--- src/hdl/spm_pkg.sv ---
// Shared types, constants and helper functions for the stereo peak maximizer.
// Has no dependencies; every other file but spm_ram uses it by scoped names.
package spm_pkg;

    localparam int SAMPLE_BITS = 24;
    localparam int DELAY_DEPTH = 32;
    localparam int KNEE_BITS = 24;
    localparam int DECAY_BITS = 5;
    localparam int DELAY_BITS = 4;
    localparam int RECIP_BITS = 14;
    localparam int RECIP_FRAC = 16;
    localparam int CFG_INDEX_BITS = 2;
    localparam int CFG_DATA_BITS = 24;

    localparam logic [CFG_INDEX_BITS-1:0] REG_KNEE_LEVEL = 2'd0;
    localparam logic [CFG_INDEX_BITS-1:0] REG_DECAY_SAMPLES = 2'd1;

    localparam logic [SAMPLE_BITS-1:0] FULL_SCALE = {1'b1, {(SAMPLE_BITS-1){1'b0}}};
    localparam logic [DECAY_BITS-1:0] DECAY_MIN = 5'd5;
    localparam logic [DECAY_BITS-1:0] DECAY_MAX = 5'd30;
    localparam logic [KNEE_BITS-1:0] KNEE_RESET = {1'b1, {(KNEE_BITS-1){1'b0}}};

    typedef struct packed {
        logic signed [SAMPLE_BITS-1:0] left_in;
        logic signed [SAMPLE_BITS-1:0] right_in;
    } in_t;

    typedef struct packed {
        logic signed [SAMPLE_BITS-1:0] left_out;
        logic signed [SAMPLE_BITS-1:0] right_out;
        logic                          clipped;
    } out_t;

    typedef struct packed {
        logic [SAMPLE_BITS-1:0] value;
        logic                   clip;
    } div_res_t;

    function automatic logic [SAMPLE_BITS-1:0] abs_sample(input logic [SAMPLE_BITS-1:0] s);
        logic [SAMPLE_BITS-1:0] r;
        r = s[SAMPLE_BITS-1] ? (~s + 1'b1) : s;
        return r;
    endfunction

    function automatic logic [DECAY_BITS-1:0] clamp_decay(input logic [DECAY_BITS-1:0] d);
        logic [DECAY_BITS-1:0] r;
        r = d;
        if (d < DECAY_MIN)
        begin
            r = DECAY_MIN;
        end
        if (d > DECAY_MAX)
        begin
            r = DECAY_MAX;
        end
        return r;
    endfunction

    // Reciprocal of the decay time in Q0.16, rounded to nearest.
    function automatic logic [RECIP_BITS-1:0] recip_q16(input logic [DECAY_BITS-1:0] d);
        logic [RECIP_BITS-1:0] r;
        case (d)
            5'd5:    r = 14'd13107;
            5'd6:    r = 14'd10923;
            5'd7:    r = 14'd9362;
            5'd8:    r = 14'd8192;
            5'd9:    r = 14'd7282;
            5'd10:   r = 14'd6554;
            5'd11:   r = 14'd5958;
            5'd12:   r = 14'd5461;
            5'd13:   r = 14'd5041;
            5'd14:   r = 14'd4681;
            5'd15:   r = 14'd4369;
            5'd16:   r = 14'd4096;
            5'd17:   r = 14'd3855;
            5'd18:   r = 14'd3641;
            5'd19:   r = 14'd3449;
            5'd20:   r = 14'd3277;
            5'd21:   r = 14'd3121;
            5'd22:   r = 14'd2979;
            5'd23:   r = 14'd2849;
            5'd24:   r = 14'd2731;
            5'd25:   r = 14'd2621;
            5'd26:   r = 14'd2521;
            5'd27:   r = 14'd2427;
            5'd28:   r = 14'd2341;
            5'd29:   r = 14'd2260;
            5'd30:   r = 14'd2185;
            default: r = 14'd0;
        endcase
        return r;
    endfunction

endpackage

--- src/hdl/spm_ram.sv ---
// Generic simple dual-port RAM with one write port and a registered read port.
// Has no dependencies.
module spm_ram #(
    parameter int WIDTH = 48,
    parameter int DEPTH = 32
) (
    input  logic                     clk,
    input  logic                     we,
    input  logic [$clog2(DEPTH)-1:0] waddr,
    input  logic [WIDTH-1:0]         wdata,
    input  logic                     re,
    input  logic [$clog2(DEPTH)-1:0] raddr,
    output logic [WIDTH-1:0]         rdata
);

    logic [WIDTH-1:0] mem_reg [DEPTH];
    logic [WIDTH-1:0] rdata_reg;

    always_ff @(posedge clk)
    begin
        if (we)
        begin
            mem_reg[waddr] <= wdata;
        end
        if (re)
        begin
            rdata_reg <= mem_reg[raddr];
        end
    end

    assign rdata = rdata_reg;

endmodule

--- src/hdl/spm_env.sv ---
// Peak envelope tracker with a bit-serial shift-and-add multiplier for the decay step.
// Depends on spm_pkg for widths and the reciprocal table.
module spm_env (
    input  logic                                 clk,
    input  logic                                 rst_n,
    input  logic                                 start,
    input  logic [spm_pkg::SAMPLE_BITS-1:0]      peak,
    input  logic [spm_pkg::DECAY_BITS-1:0]       decay,
    output logic                                 done,
    output logic [spm_pkg::SAMPLE_BITS-1:0]      envelope
);

    localparam int SB = spm_pkg::SAMPLE_BITS;
    localparam int RB = spm_pkg::RECIP_BITS;
    localparam int PW = SB + RB;
    localparam int CW = $clog2(RB + 1);

    logic [SB-1:0] env_reg, env_next;
    logic          busy_reg, busy_next;
    logic          fin_reg, fin_next;
    logic          done_reg, done_next;
    logic [CW-1:0] cnt_reg, cnt_next;
    logic [PW-1:0] acc_reg, acc_next;
    logic [PW-1:0] mcand_reg, mcand_next;
    logic [RB-1:0] mplier_reg, mplier_next;
    logic [PW:0]   rounded;
    logic [SB-1:0] step;

    assign rounded = {1'b0, acc_reg} + (PW+1)'(1 << (spm_pkg::RECIP_FRAC - 1));
    assign step    = SB'(rounded >> spm_pkg::RECIP_FRAC);

    always_comb
    begin
        env_next    = env_reg;
        busy_next   = busy_reg;
        fin_next    = 1'b0;
        done_next   = 1'b0;
        cnt_next    = cnt_reg;
        acc_next    = acc_reg;
        mcand_next  = mcand_reg;
        mplier_next = mplier_reg;
        if (start)
        begin
            if (peak > env_reg)
            begin
                env_next  = peak;
                done_next = 1'b1;
            end
            else
            begin
                acc_next    = '0;
                mcand_next  = PW'(env_reg - peak);
                mplier_next = spm_pkg::recip_q16(spm_pkg::clamp_decay(decay));
                cnt_next    = CW'(RB);
                busy_next   = 1'b1;
            end
        end
        else if (busy_reg)
        begin
            if (mplier_reg[0])
            begin
                acc_next = acc_reg + mcand_reg;
            end
            mcand_next  = mcand_reg << 1;
            mplier_next = mplier_reg >> 1;
            cnt_next    = cnt_reg - 1'b1;
            if (cnt_reg == CW'(1))
            begin
                busy_next = 1'b0;
                fin_next  = 1'b1;
            end
        end
        else if (fin_reg)
        begin
            env_next  = env_reg - step;
            done_next = 1'b1;
        end
    end

    always_ff @(posedge clk or negedge rst_n)
    begin
        if (!rst_n)
        begin
            env_reg  <= '0;
            busy_reg <= 1'b0;
            fin_reg  <= 1'b0;
            done_reg <= 1'b0;
            cnt_reg  <= '0;
        end
        else
        begin
            env_reg  <= env_next;
            busy_reg <= busy_next;
            fin_reg  <= fin_next;
            done_reg <= done_next;
            cnt_reg  <= cnt_next;
        end
    end

    always_ff @(posedge clk)
    begin
        acc_reg    <= acc_next;
        mcand_reg  <= mcand_next;
        mplier_reg <= mplier_next;
    end

    assign done     = done_reg;
    assign envelope = env_reg;

endmodule

--- src/hdl/spm_div.sv ---
// Bit-serial restoring divider that scales one sample by the gain divisor and saturates.
// Depends on spm_pkg for the sample width and the result struct.
module spm_div (
    input  logic                            clk,
    input  logic                            rst_n,
    input  logic                            start,
    input  logic [spm_pkg::SAMPLE_BITS-1:0] sample,
    input  logic [spm_pkg::SAMPLE_BITS-1:0] divisor,
    output logic                            done,
    output spm_pkg::div_res_t               res
);

    localparam int SB = spm_pkg::SAMPLE_BITS;
    localparam int CW = $clog2(SB + 1);

    logic          busy_reg, busy_next;
    logic          done_reg, done_next;
    logic [CW-1:0] cnt_reg, cnt_next;
    logic [SB-1:0] rem_reg, rem_next;
    logic [SB-1:0] shf_reg, shf_next;
    logic [SB-1:0] div_reg, div_next;
    logic          neg_reg, neg_next;
    logic          sat_reg, sat_next;
    logic [SB-1:0] mag;
    logic [SB:0]   trial;
    logic [SB-1:0] diff;
    logic          ge;
    logic          clip;

    // The numerator is mag * 2^(SB-1) + divisor / 2; its upper part starts the remainder
    // and its lower part is shifted in one bit per cycle.
    assign mag   = spm_pkg::abs_sample(sample);
    assign trial = {rem_reg, shf_reg[SB-1]};
    assign diff  = trial[SB-1:0] - div_reg;
    assign ge    = trial >= {1'b0, div_reg};

    always_comb
    begin
        busy_next = busy_reg;
        done_next = 1'b0;
        cnt_next  = cnt_reg;
        rem_next  = rem_reg;
        shf_next  = shf_reg;
        div_next  = div_reg;
        neg_next  = neg_reg;
        sat_next  = sat_reg;
        if (start)
        begin
            rem_next  = {1'b0, mag[SB-1:1]};
            shf_next  = {mag[0], divisor[SB-1:1]};
            div_next  = divisor;
            neg_next  = sample[SB-1];
            sat_next  = {1'b0, mag[SB-1:1]} >= divisor;
            cnt_next  = CW'(SB);
            busy_next = 1'b1;
        end
        else if (busy_reg)
        begin
            rem_next = ge ? diff : trial[SB-1:0];
            shf_next = {shf_reg[SB-2:0], ge};
            cnt_next = cnt_reg - 1'b1;
            if (cnt_reg == CW'(1))
            begin
                busy_next = 1'b0;
                done_next = 1'b1;
            end
        end
    end

    always_ff @(posedge clk or negedge rst_n)
    begin
        if (!rst_n)
        begin
            busy_reg <= 1'b0;
            done_reg <= 1'b0;
            cnt_reg  <= '0;
        end
        else
        begin
            busy_reg <= busy_next;
            done_reg <= done_next;
            cnt_reg  <= cnt_next;
        end
    end

    always_ff @(posedge clk)
    begin
        rem_reg <= rem_next;
        shf_reg <= shf_next;
        div_reg <= div_next;
        neg_reg <= neg_next;
        sat_reg <= sat_next;
    end

    // Negative results may reach full scale exactly; positive ones stop one below it.
    always_comb
    begin
        if (neg_reg)
        begin
            clip      = sat_reg | (shf_reg[SB-1] & (|shf_reg[SB-2:0]));
            res.value = clip ? {1'b1, {(SB-1){1'b0}}} : (~shf_reg + 1'b1);
        end
        else
        begin
            clip      = sat_reg | shf_reg[SB-1];
            res.value = clip ? {1'b0, {(SB-1){1'b1}}} : shf_reg;
        end
        res.clip = clip;
    end

    assign done = done_reg;

endmodule

--- src/hdl/stereo_peak_maximizer.sv ---
// Stereo peak maximizer: envelope, lookahead delay and per-channel normalizing division.
// A rising peak loads the envelope directly; a decaying one runs the 14-step serial decay
// multiply first. The 24-step serial divide follows, and a new request is taken only once
// the result is registered, which waits while the output holds a result not yet taken.
// Reset (rst_n, asynchronous) clears the envelope, write position and fill count;
// delay entries not yet written since reset read as zero.
module stereo_peak_maximizer #(
    parameter int DELAY_DEPTH = spm_pkg::DELAY_DEPTH
) (
    input  logic                               clk,
    input  logic                               rst_n,
    input  logic                               in_valid,
    output logic                               in_ready,
    input  spm_pkg::in_t                       in_data,
    output logic                               out_valid,
    input  logic                               out_ready,
    output spm_pkg::out_t                      out_data,
    input  logic                               cfg_we,
    input  logic [spm_pkg::CFG_INDEX_BITS-1:0] cfg_index,
    input  logic [spm_pkg::CFG_DATA_BITS-1:0]  cfg_data
);

    localparam int SB = spm_pkg::SAMPLE_BITS;
    localparam int AW = $clog2(DELAY_DEPTH);
    localparam int FW = $clog2(DELAY_DEPTH + 1);
    localparam int DB = spm_pkg::DELAY_BITS;

    localparam logic [1:0] S_IDLE = 2'd0;
    localparam logic [1:0] S_ENV  = 2'd1;
    localparam logic [1:0] S_DIV  = 2'd2;
    localparam logic [1:0] S_OUT  = 2'd3;

    logic [1:0]                      state_reg, state_next;
    logic [spm_pkg::KNEE_BITS-1:0]   knee_reg, knee_next;
    logic [spm_pkg::DECAY_BITS-1:0]  decay_reg, decay_next;
    logic [AW-1:0]                   wp_reg, wp_next;
    logic [FW-1:0]                   fill_reg, fill_next;
    logic                            rd_valid_reg, rd_valid_next;
    logic                            out_valid_reg, out_valid_next;
    spm_pkg::out_t                   out_data_reg, out_data_next;

    logic                            accept;
    logic [SB-1:0]                   abs_l, abs_r, peak;
    logic [spm_pkg::DECAY_BITS-1:0]  decay_c;
    logic [DB-1:0]                   delay;
    logic [AW:0]                     rpos_wrap;
    logic [AW-1:0]                   rpos;
    logic [2*SB-1:0]                 ram_rdata;
    logic [SB-1:0]                   smp_l, smp_r;
    logic [SB-1:0]                   knee_c, divisor;
    logic                            env_done;
    logic [SB-1:0]                   env_val;
    logic                            div_start;
    logic                            done_l, done_r;
    spm_pkg::div_res_t               res_l, res_r;
    logic                            load_out;

    assign accept = in_valid & in_ready;
    assign in_ready = (state_reg == S_IDLE);

    assign abs_l = spm_pkg::abs_sample(in_data.left_in);
    assign abs_r = spm_pkg::abs_sample(in_data.right_in);
    assign peak  = (abs_l > abs_r) ? abs_l : abs_r;

    assign decay_c   = spm_pkg::clamp_decay(decay_reg);
    assign delay     = DB'(({1'b0, decay_c} + 6'd1) >> 1);
    assign rpos_wrap = {1'b0, wp_reg} + (AW+1)'(DELAY_DEPTH) - (AW+1)'(delay);
    assign rpos      = (wp_reg >= AW'(delay)) ? (wp_reg - AW'(delay)) : rpos_wrap[AW-1:0];

    spm_ram #(
        .WIDTH(2 * SB),
        .DEPTH(DELAY_DEPTH)
    ) u_ram (
        .clk  (clk),
        .we   (accept),
        .waddr(wp_reg),
        .wdata({in_data.left_in, in_data.right_in}),
        .re   (accept),
        .raddr(rpos),
        .rdata(ram_rdata)
    );

    assign smp_l = rd_valid_reg ? ram_rdata[2*SB-1:SB] : '0;
    assign smp_r = rd_valid_reg ? ram_rdata[SB-1:0] : '0;

    spm_env u_env (
        .clk     (clk),
        .rst_n   (rst_n),
        .start   (accept),
        .peak    (peak),
        .decay   (decay_reg),
        .done    (env_done),
        .envelope(env_val)
    );

    always_comb
    begin
        knee_c = SB'(knee_reg);
        if (knee_reg == '0)
        begin
            knee_c = SB'(1);
        end
        else if (SB'(knee_reg) > spm_pkg::FULL_SCALE)
        begin
            knee_c = spm_pkg::FULL_SCALE;
        end
    end

    assign divisor   = (env_val > knee_c) ? env_val : knee_c;
    assign div_start = (state_reg == S_ENV) & env_done;

    spm_div u_div_l (
        .clk    (clk),
        .rst_n  (rst_n),
        .start  (div_start),
        .sample (smp_l),
        .divisor(divisor),
        .done   (done_l),
        .res    (res_l)
    );

    spm_div u_div_r (
        .clk    (clk),
        .rst_n  (rst_n),
        .start  (div_start),
        .sample (smp_r),
        .divisor(divisor),
        .done   (done_r),
        .res    (res_r)
    );

    assign load_out = (state_reg == S_OUT) & (~out_valid_reg | out_ready);

    always_comb
    begin
        state_next     = state_reg;
        knee_next      = knee_reg;
        decay_next     = decay_reg;
        wp_next        = wp_reg;
        fill_next      = fill_reg;
        rd_valid_next  = rd_valid_reg;
        out_valid_next = out_valid_reg;
        out_data_next  = out_data_reg;

        if (cfg_we)
        begin
            case (cfg_index)
                spm_pkg::REG_KNEE_LEVEL:    knee_next  = cfg_data[spm_pkg::KNEE_BITS-1:0];
                spm_pkg::REG_DECAY_SAMPLES: decay_next = cfg_data[spm_pkg::DECAY_BITS-1:0];
                default:                    ;
            endcase
        end

        if (out_valid_reg & out_ready)
        begin
            out_valid_next = 1'b0;
        end

        case (state_reg)
            S_IDLE:
            begin
                if (accept)
                begin
                    // The entry read back was written since reset only if enough frames
                    // have gone in; otherwise it stands for the cleared line.
                    rd_valid_next = (fill_reg >= FW'(delay));
                    if (fill_reg != FW'(DELAY_DEPTH))
                    begin
                        fill_next = fill_reg + 1'b1;
                    end
                    wp_next    = (wp_reg == AW'(DELAY_DEPTH - 1)) ? '0 : (wp_reg + 1'b1);
                    state_next = S_ENV;
                end
            end
            S_ENV:
            begin
                if (env_done)
                begin
                    state_next = S_DIV;
                end
            end
            S_DIV:
            begin
                if (done_l & done_r)
                begin
                    state_next = S_OUT;
                end
            end
            S_OUT:
            begin
                if (load_out)
                begin
                    out_data_next.left_out  = res_l.value;
                    out_data_next.right_out = res_r.value;
                    out_data_next.clipped   = res_l.clip | res_r.clip;
                    out_valid_next          = 1'b1;
                    state_next              = S_IDLE;
                end
            end
            default:
            begin
                state_next = S_IDLE;
            end
        endcase
    end

    always_ff @(posedge clk or negedge rst_n)
    begin
        if (!rst_n)
        begin
            state_reg     <= S_IDLE;
            knee_reg      <= spm_pkg::KNEE_RESET;
            decay_reg     <= spm_pkg::DECAY_MAX;
            wp_reg        <= '0;
            fill_reg      <= '0;
            rd_valid_reg  <= 1'b0;
            out_valid_reg <= 1'b0;
        end
        else
        begin
            state_reg     <= state_next;
            knee_reg      <= knee_next;
            decay_reg     <= decay_next;
            wp_reg        <= wp_next;
            fill_reg      <= fill_next;
            rd_valid_reg  <= rd_valid_next;
            out_valid_reg <= out_valid_next;
        end
    end

    always_ff @(posedge clk)
    begin
        out_data_reg <= out_data_next;
    end

    assign out_valid = out_valid_reg;
    assign out_data  = out_data_reg;

`ifndef SYNTH
    a_accept_to_env: assert property (@(posedge clk) disable iff (!rst_n)
        accept |=> (state_reg == S_ENV))
        else $error("accepted request did not start the envelope phase");

    a_env_done_phase: assert property (@(posedge clk) disable iff (!rst_n)
        env_done |-> (state_reg == S_ENV))
        else $error("envelope finished outside its phase");

    a_div_done_phase: assert property (@(posedge clk) disable iff (!rst_n)
        done_l |-> (state_reg == S_DIV))
        else $error("divider finished outside its phase");

    a_div_lanes_aligned: assert property (@(posedge clk) disable iff (!rst_n)
        done_l == done_r)
        else $error("left and right dividers out of step");

    a_env_range: assert property (@(posedge clk) disable iff (!rst_n)
        env_val <= spm_pkg::FULL_SCALE)
        else $error("envelope above full scale");
`endif

endmodule

--- config.mk ---
export PLATFORM = sky130hd
export DESIGN_NAME = stereo_peak_maximizer
export DESIGN_NICKNAME = d
export VERILOG_FILES = /design/src/hdl/spm_pkg.sv /design/src/hdl/spm_ram.sv /design/src/hdl/spm_env.sv /design/src/hdl/spm_div.sv /design/src/hdl/stereo_peak_maximizer.sv
export SDC_FILE = /design/constraint.sdc
export NUM_CORES = 2
export LEC_CHECK = 0
export ABC_AREA = 0
export BUFFER_PORTS_ARGS = -buffer_cell sky130_fd_sc_hd__buf_2
export CORE_ASPECT_RATIO = 0.75
export CORE_MARGIN = 10
export CORE_UTILIZATION = 63
export CTS_CLUSTER_SIZE = 24
export DETAILED_ROUTE_END_ITERATION = 8
export GPL_TIMING_DRIVEN = 0
export MAX_ROUTING_LAYER = met4
export PLACE_DENSITY = 0.79
export SYNTH_ARGS = -nofsm -noshare
export SYNTH_HDL_FRONTEND = slang
export SYNTH_HIERARCHICAL = 1
export SYNTH_SLANG_ARGS = --single-unit
--- constraint.sdc ---
create_clock -name clk -period 7.1 [get_ports clk]
set_clock_uncertainty 0.15 [all_clocks]
set_input_delay 0.355 -clock clk [delete_from_list [all_inputs] [get_ports clk]]
set_output_delay 0.355 -clock clk [all_outputs]
set_load 0.05 [all_outputs]
# ---- After elaboration in Yosys (flattened, before gate mapping)
# Memory sizes are Yosys's and may differ from the RTL's. A register that Yosys moved wholly into a read port is not among the register bits.
# Index checks and enable logic that the tools add are counted.
dict set report totals {
  ff_bits 352
  memories 2
  mem_bits_ro 448
  mem_bits_rw 1536
}
# memory depth width rd rd_clocked_by_memory_dff wr line
set memory_table {}
lappend memory_table {u_ram.mem_reg 32 48 1 1 1 spm_ram.sv:16} ;# logic [WIDTH-1:0] mem_reg [DEPTH];
lappend memory_table {{(no name shown)} 32 14 1 0 0 spm_pkg.sv:62} ;# case (d)
dict set report classes {
  n_lt_le_gt_ge 12
  n_mux 88
  reduce_logical 19
  bitwise_logic 20
  add_sub_neg 21
  n_eq_ne 16
}
# operator count
set ops {}
lappend ops {{24-bit 2-to-1 mux} 26}
lappend ops {{38-bit 2-to-1 mux} 7}
lappend ops {{24-bit by 1-bit adder with 24-bit output, second input constant} 6}
lappend ops {{24-bit inverter} 6}
lappend ops {{23-bit 2-to-1 mux} 4}
lappend ops {{24-bit > comparator} 3}
lappend ops {{25-bit by 24-bit greater-or-equal comparator with 1-bit output} 2}
lappend ops {{5-bit 2-to-1 mux} 10}
lappend ops {{23-bit by 24-bit greater-or-equal comparator with 1-bit output} 2}
lappend ops {{24-bit subtractor} 2}
lappend ops {{23-bit OR reduction} 2}
lappend ops {{14-bit 2-to-1 mux} 3}
lappend ops {{38-bit by 16-bit adder with 39-bit output, second input constant} 1}
lappend ops {{38-bit adder} 1}
lappend ops {{1-bit 2-to-1 mux} 30}
lappend ops {{24-bit by 24-bit subtractor with 25-bit output} 1}
lappend ops {{24-bit > comparator, second input constant} 1}
lappend ops {{24-bit logical NOT} 1}
lappend ops {{24-bit by 23-bit subtractor with 24-bit output} 1}
lappend ops {{5-bit by 1-bit adder with 5-bit output, second input constant} 3}
lappend ops {{4-bit 2-to-1 mux} 3}
lappend ops {{5-bit by 1-bit equality test with 1-bit output, second input constant} 2}
lappend ops {{2-bit AND reduction} 5}
lappend ops {{2-bit nonzero test} 5}
lappend ops {{other kinds (23)} 49}

# ---- Depth between registers and ports, before layout
# An unclocked memory read counts as a cell.
dict set report logic_depth {
  word_depth 11
  depth_mapped 28
}

# ---- Hierarchy
# The synthesis kept the hierarchy.
# mod cells_each instances area_each_um2 seq_area_each_um2
set modules_own_cells {}
lappend modules_own_cells {spm_ram 3364 1 61205.0 47565.6}
lappend modules_own_cells {spm_env 1139 1 10018.4 3478.3}
lappend modules_own_cells {stereo_peak_maximizer 667 1 6777.8 2578.7}
lappend modules_own_cells {{spm_div (u_div_r)} 708 1 6562.5 2387.3}
lappend modules_own_cells {{spm_div (u_div_l)} 745 1 6497.5 2387.3}

# ---- Worst setup path before layout
# Ideal clock, no wire load.
dict set report synth_timing {
  path_type {in2reg}
  start {input port in_data[28] (netlist name)}
  end {register u_env.mcand_reg[0] (enable)}
  setup_slack_ns -0.602
  setup_ns 0.617
  stages 24
  n_path_buf 1
  required_time_ns 6.333
  arrival_ns 6.935
  cell_sequence {or3_4 -> or3b_4 -> or3_4 -> o41a_1 -> xnor2_2 -> inv_1 -> ha_1 -> nand4_1 -> nor4_1 -> nand3_1 -> or3_1 -> o21ai_1 -> buf_2 -> mux2i_1 -> inv_1 -> ha_1 -> o21ai_1 -> a21oi_1 -> or4_1 -> a221o_1 -> a21oi_2 -> o21ai_1 -> nand2_1 -> nand2_1}
}
dict set report synth_via {
  elab_chain_len 8
}
# element line
set synth_lines {}
lappend synth_lines {{start, declared} stereo_peak_maximizer.sv:14} ;# input spm_pkg::in_t in_data,
lappend synth_lines {{24-bit inverter} spm_pkg.sv:41} ;# r = s[SAMPLE_BITS-1] ? (~s + 1'b1) : s;
lappend synth_lines {{24-bit by 1-bit adder with 24-bit output} spm_pkg.sv:41}
lappend synth_lines {{24-bit 2-to-1 mux (*)} spm_pkg.sv:41}
lappend synth_lines {{24-bit > comparator (*)} stereo_peak_maximizer.sv:63} ;# assign peak = (abs_l > abs_r) ? abs_l : abs_r;
lappend synth_lines {{24-bit 2-to-1 mux (*)} stereo_peak_maximizer.sv:63}
lappend synth_lines {{net peak[3]} stereo_peak_maximizer.sv:43} ;# logic [SB-1:0] abs_l, abs_r, peak;
lappend synth_lines {{24-bit > comparator (*)} spm_env.sv:44} ;# if (peak > env_reg)
lappend synth_lines {{2-bit != test (no source line) (*)} -}
lappend synth_lines {{2-bit AND reduction (no source line) (*)} -}
lappend synth_lines {{end signal, assigned} spm_env.sv:103} ;# mcand_reg <= mcand_next;
lappend synth_lines {{end, declared} spm_env.sv:24} ;# logic [PW-1:0] mcand_reg, mcand_next;
# The timed path passes the listed nets; every way through them passes the cells marked *.
# A chain may end at the register's enable or synchronous reset.

# ---- Worst setup path after layout
dict set report layout_timing {
  start {input port in_data[28] (netlist name)}
  end {register u_env.mcand_reg[28] (data pin)}
}
dict set report layout_via {
  elab_chain_len 8
}
# element line
set layout_lines {}
lappend layout_lines {{24-bit inverter} spm_pkg.sv:41}
lappend layout_lines {{24-bit by 1-bit adder with 24-bit output} spm_pkg.sv:41}
lappend layout_lines {{24-bit 2-to-1 mux (*)} spm_pkg.sv:41}
lappend layout_lines {{24-bit > comparator} stereo_peak_maximizer.sv:63}
lappend layout_lines {{24-bit 2-to-1 mux (*)} stereo_peak_maximizer.sv:63}
lappend layout_lines {{net peak[9]} stereo_peak_maximizer.sv:43}
lappend layout_lines {{24-bit by 24-bit subtractor with 25-bit output (*)} spm_env.sv:52} ;# mcand_next = PW'(env_reg - peak);
lappend layout_lines {{38-bit 2-to-1 mux (*)} spm_env.sv:44}
lappend layout_lines {{38-bit 2-to-1 mux (*)} spm_env.sv:42} ;# if (start)
lappend layout_lines {{net u_env.mcand_next[28]} spm_env.sv:24}
# The timed path passes the listed nets; every way through them passes the cells marked *. The select of a mux whose other input is x is not followed.

==> flow_summary.json <==
{
  "status": "complete, no violations",
  "synth_compound_area_share_pct": 9.044,
  "drtIter0Drc": 9526,
  "clkSlewWorstSetupHoldPaths_ps": 70,
  "cts_tree": "done",
  "num_rows": 120,
  "yosys.area_share.simple_pct": 7.517,
  "numCtsBuffers": 178,
  "netlist_area_sq_um": 91060,
  "grt_pass1_wl_um": 383000,
  "drc": 0,
  "htreeDepth": 4,
  "clockRootBuffer": "clkbuf_16",
  "slew_headroom_pct": 10.93,
  "yosysUniqueCellTypes": 115,
  "multi_input_area_sq_um": 30500,
  "regArea_sq_um": 58400,
  "clock_sinks": 1960,
  "routabilityCongestion": 0.9561,
  "yosysSeqAreaShare_pct": 64.13,
  "synthMuxAreaShare_pct": 10.29,
  "boundaryPins": 130,
  "netlist_instances": 6623,
  "grt_pass1_vias": 57960,
  "io_buffers": 129,
  "finalCriticalPeriod_ps": 6901,
  "hold_viol": 0,
  "fill_cells": 9194,
  "use_met1_pct": 48.58,
  "synthesis.nets": 6971,
  "drt_wl_total_um": 264900,
  "first_pass_iters": 6,
  "finalSetupViolCount": 0,
  "drive_gt1_share_pct": 11.78,
  "antenna_left": 0,
  "grt_max_degree": 65,
  "hp-start": "in_data[45]",
  "area_delta_synth_final_pct": 12.87,
  "async_flop_share_pct": 4.541,
  "overflow": 0,
  "largest_register_ffs": 1536,
  "worstMarginPinSlew_ps": 1336,
  "required_ps": 7630,
  "dp_slack_ps": -1771,
  "startpoint": "in_data[28]",
  "yosysWarningCount": 6,
  "coreArea_sq_um": 143200,
  "fin_ws_ps": 198.9,
  "final_nets": 7434,
  "cp-start-kind": "primary input",
  "num_vias": 61310,
  "wire_per_inst_um": 28.99,
  "busiest_layer": "met1",
  "synthXorXnorAreaFrac_pct": 2.226,
  "timing.final.crit_share_pct": 97.20,
  "drv_cap": 0,
  "viasPerCell": 6.711,
  "antenna_found_initial": 25,
  "r2r-start": "knee_reg[5]",
  "grt.met3_usage_pct": 7.876,
  "met2_usage_pct": 45.32,
  "drv_slew": 0,
  "clk_path_buf_depth": 3,
  "track_usage_pct": 33.07,
  "dieHeight_um": 349.3,
  "synth_top_family_by_area": "multiplexers",
  "timing.fmax_mhz": 144.9,
  "dp_hpwl_um": 180400,
  "initial_core_util_pct": 63.57,
  "synth_seq_cells": 1960,
  "ys.flop_type": "edfxtp_1",
  "clk_latency_ps": 850,
  "worstPathArrival_ps": 7430,
  "worstSetupPathType": "in -> reg",
  "cp-end-kind": "register",
  "design.die.area_sq_um": 160300,
  "synthAdderAreaFrac_pct": 3.746,
  "synth-edff-count": 1869,
  "holdCritPathClass": "in -> reg",
  "syn_avg_cell_area_sq_um": 13.75,
  "die_w_um": 459,
  "crit_fanout": 10
}
-- kinds of logic after synthesis --
| group | after synthesis |
|---|---|
| xor gates and xnor gates | 228 |
| and+or+nand+nor | 1407 |
| buffers and inverters | 582 |
| AOI/OAI and AO/OA | 1253 |
| adders and majority gates | 269 |
| muxes | 924 |
| DFF | 1960 |
-- final timing paths --
path                       cells past startpoint               endpoint  slack, ps
setup reg to reg                              20        u_div_r/sat_reg        460
hold reg to reg                                1            fill_reg[5]        370
min in group asynchronous                      4     u_div_r/cnt_reg[4]        510
hold / removal                                 1  u_ram/mem_reg[30][45]         40
max in group asynchronous                      4           decay_reg[2]       5870
setup / recovery                              28    u_env/mcand_reg[28]        200
-- critical path: stages --
cell      delay (ps)
buf_4            150
or3_4            400
or4_4            460
or3_1            380
buf_6            160
o31a_1           340
xnor2_2          280
inv_1             80
ha_1             310
nand4_1          180
nor4_2           260
nand3_1          190
or3_1            420
o21ai_4          160
buf_12           200
mux2i_2          300
inv_1             70
ha_1             390
a21oi_1          170
o21ai_1          130
o41ai_2          340
a31oi_1          200
o21ai_1          280
a21boi_2         120
a311o_1          350
a211o_2          420
clkbuf_4         220
o21ai_1          100
-- per-layer routing --
metal | up-vias | share of wire, %
met5 | - | 0
met4 | 0 | 3.4
met3 | 551 | 14
met2 | 4157 | 42
met1 | 30290 | 41
li1 | 26310 | -
-- synthesized netlist by cell type (94+ instances only) --
cell / count / area, sq um
clkbuf_1: 149 / 559.3
a22oi_1: 147 / 1104
mux2_2: 94 / 1059
mux2i_1: 825 / 8258
edfxtp_1: 1869 / 56120
ha_1: 263 / 3291
xnor2_1: 132 / 1156
a31oi_1: 98 / 613.1
nor3_1: 130 / 650.6
inv_1: 263 / 987.2
nand3_1: 223 / 1116
nor2_1: 270 / 1013
a21oi_1: 376 / 1882
o21ai_0: 142 / 710.7
nand2_1: 431 / 1618
a22o_1: 96 / 840.8
-- cell type report --
class	instances	share of cell area [%]
repair buffers	282	2.982
inverters	268	0.9799
flip-flops and latches	1960	56.82
clock buffers	226	4.640
clock inverters	99	0.8144
multi-input cells	4082	29.67
plain buffers	314	1.755
diodes	15	0.03652
well taps	1891	2.302
-- layout by cell type, fill, tap and decap left out, types with 30 or more instances in the layout --
| master | count |
|---|---|
| nor3_1 | 128 |
| mux2_2 | 94 |
| a22o_1 | 96 |
| o31ai_1 | 34 |
| nor2_4 | 33 |
| buf_6 | 47 |
| xor2_1 | 91 |
| a22oi_1 | 147 |
| edfxtp_1 | 1869 |
| ha_1 | 262 |
| clkinv_2 | 30 |
| clkinv_1 | 42 |
| a21o_1 | 71 |
| and2_1 | 59 |
| dlygate4sd3_1 | 74 |
| nor2_1 | 238 |
| inv_1 | 263 |
| nand3_1 | 223 |
| buf_2 | 164 |
| dfrtp_1 | 84 |
| xnor2_1 | 132 |
| clkbuf_16 | 182 |
| mux2i_1 | 798 |
| clkbuf_1 | 186 |
| nand4_1 | 43 |
| nor2b_1 | 30 |
| and3_1 | 30 |
| a21oi_1 | 374 |
| buf_12 | 56 |
| nand2_1 | 427 |
| a31oi_1 | 98 |
| nor4_1 | 35 |
| buf_4 | 57 |
| o21ai_0 | 141 |
| o21ai_1 | 56 |
-- through the flow --
stage	hold WS [ps]	utilization, %	setup TNS, ps	instance area, sq um	std cells
6_report	38.03	71.76	0	102800	9137
3_5_place_dp	171.6	66.84	-217040	95740	8707
2_1_floorplan	-90.59	-	0	91070	6623
4_1_cts	5.193	71.40	0	102300	9109
5_1_grt	44.14	71.75	-976.9	102800	9134
3_3_place_gp	346.6	65.68	-1618370	94080	8643
-- timing repair --
action,CTS,global route
hold buffers,77,6
endpoints found under the setup margin,140,136
hold endpoints to repair,1182,96
setup buffers,0,6
cloned,0,1
pin swaps,0,6
gates resized for setup,24,74
Power is not shown: default switching activity piles up to over one toggle a cycle in this logic, so the estimate is an artifact.
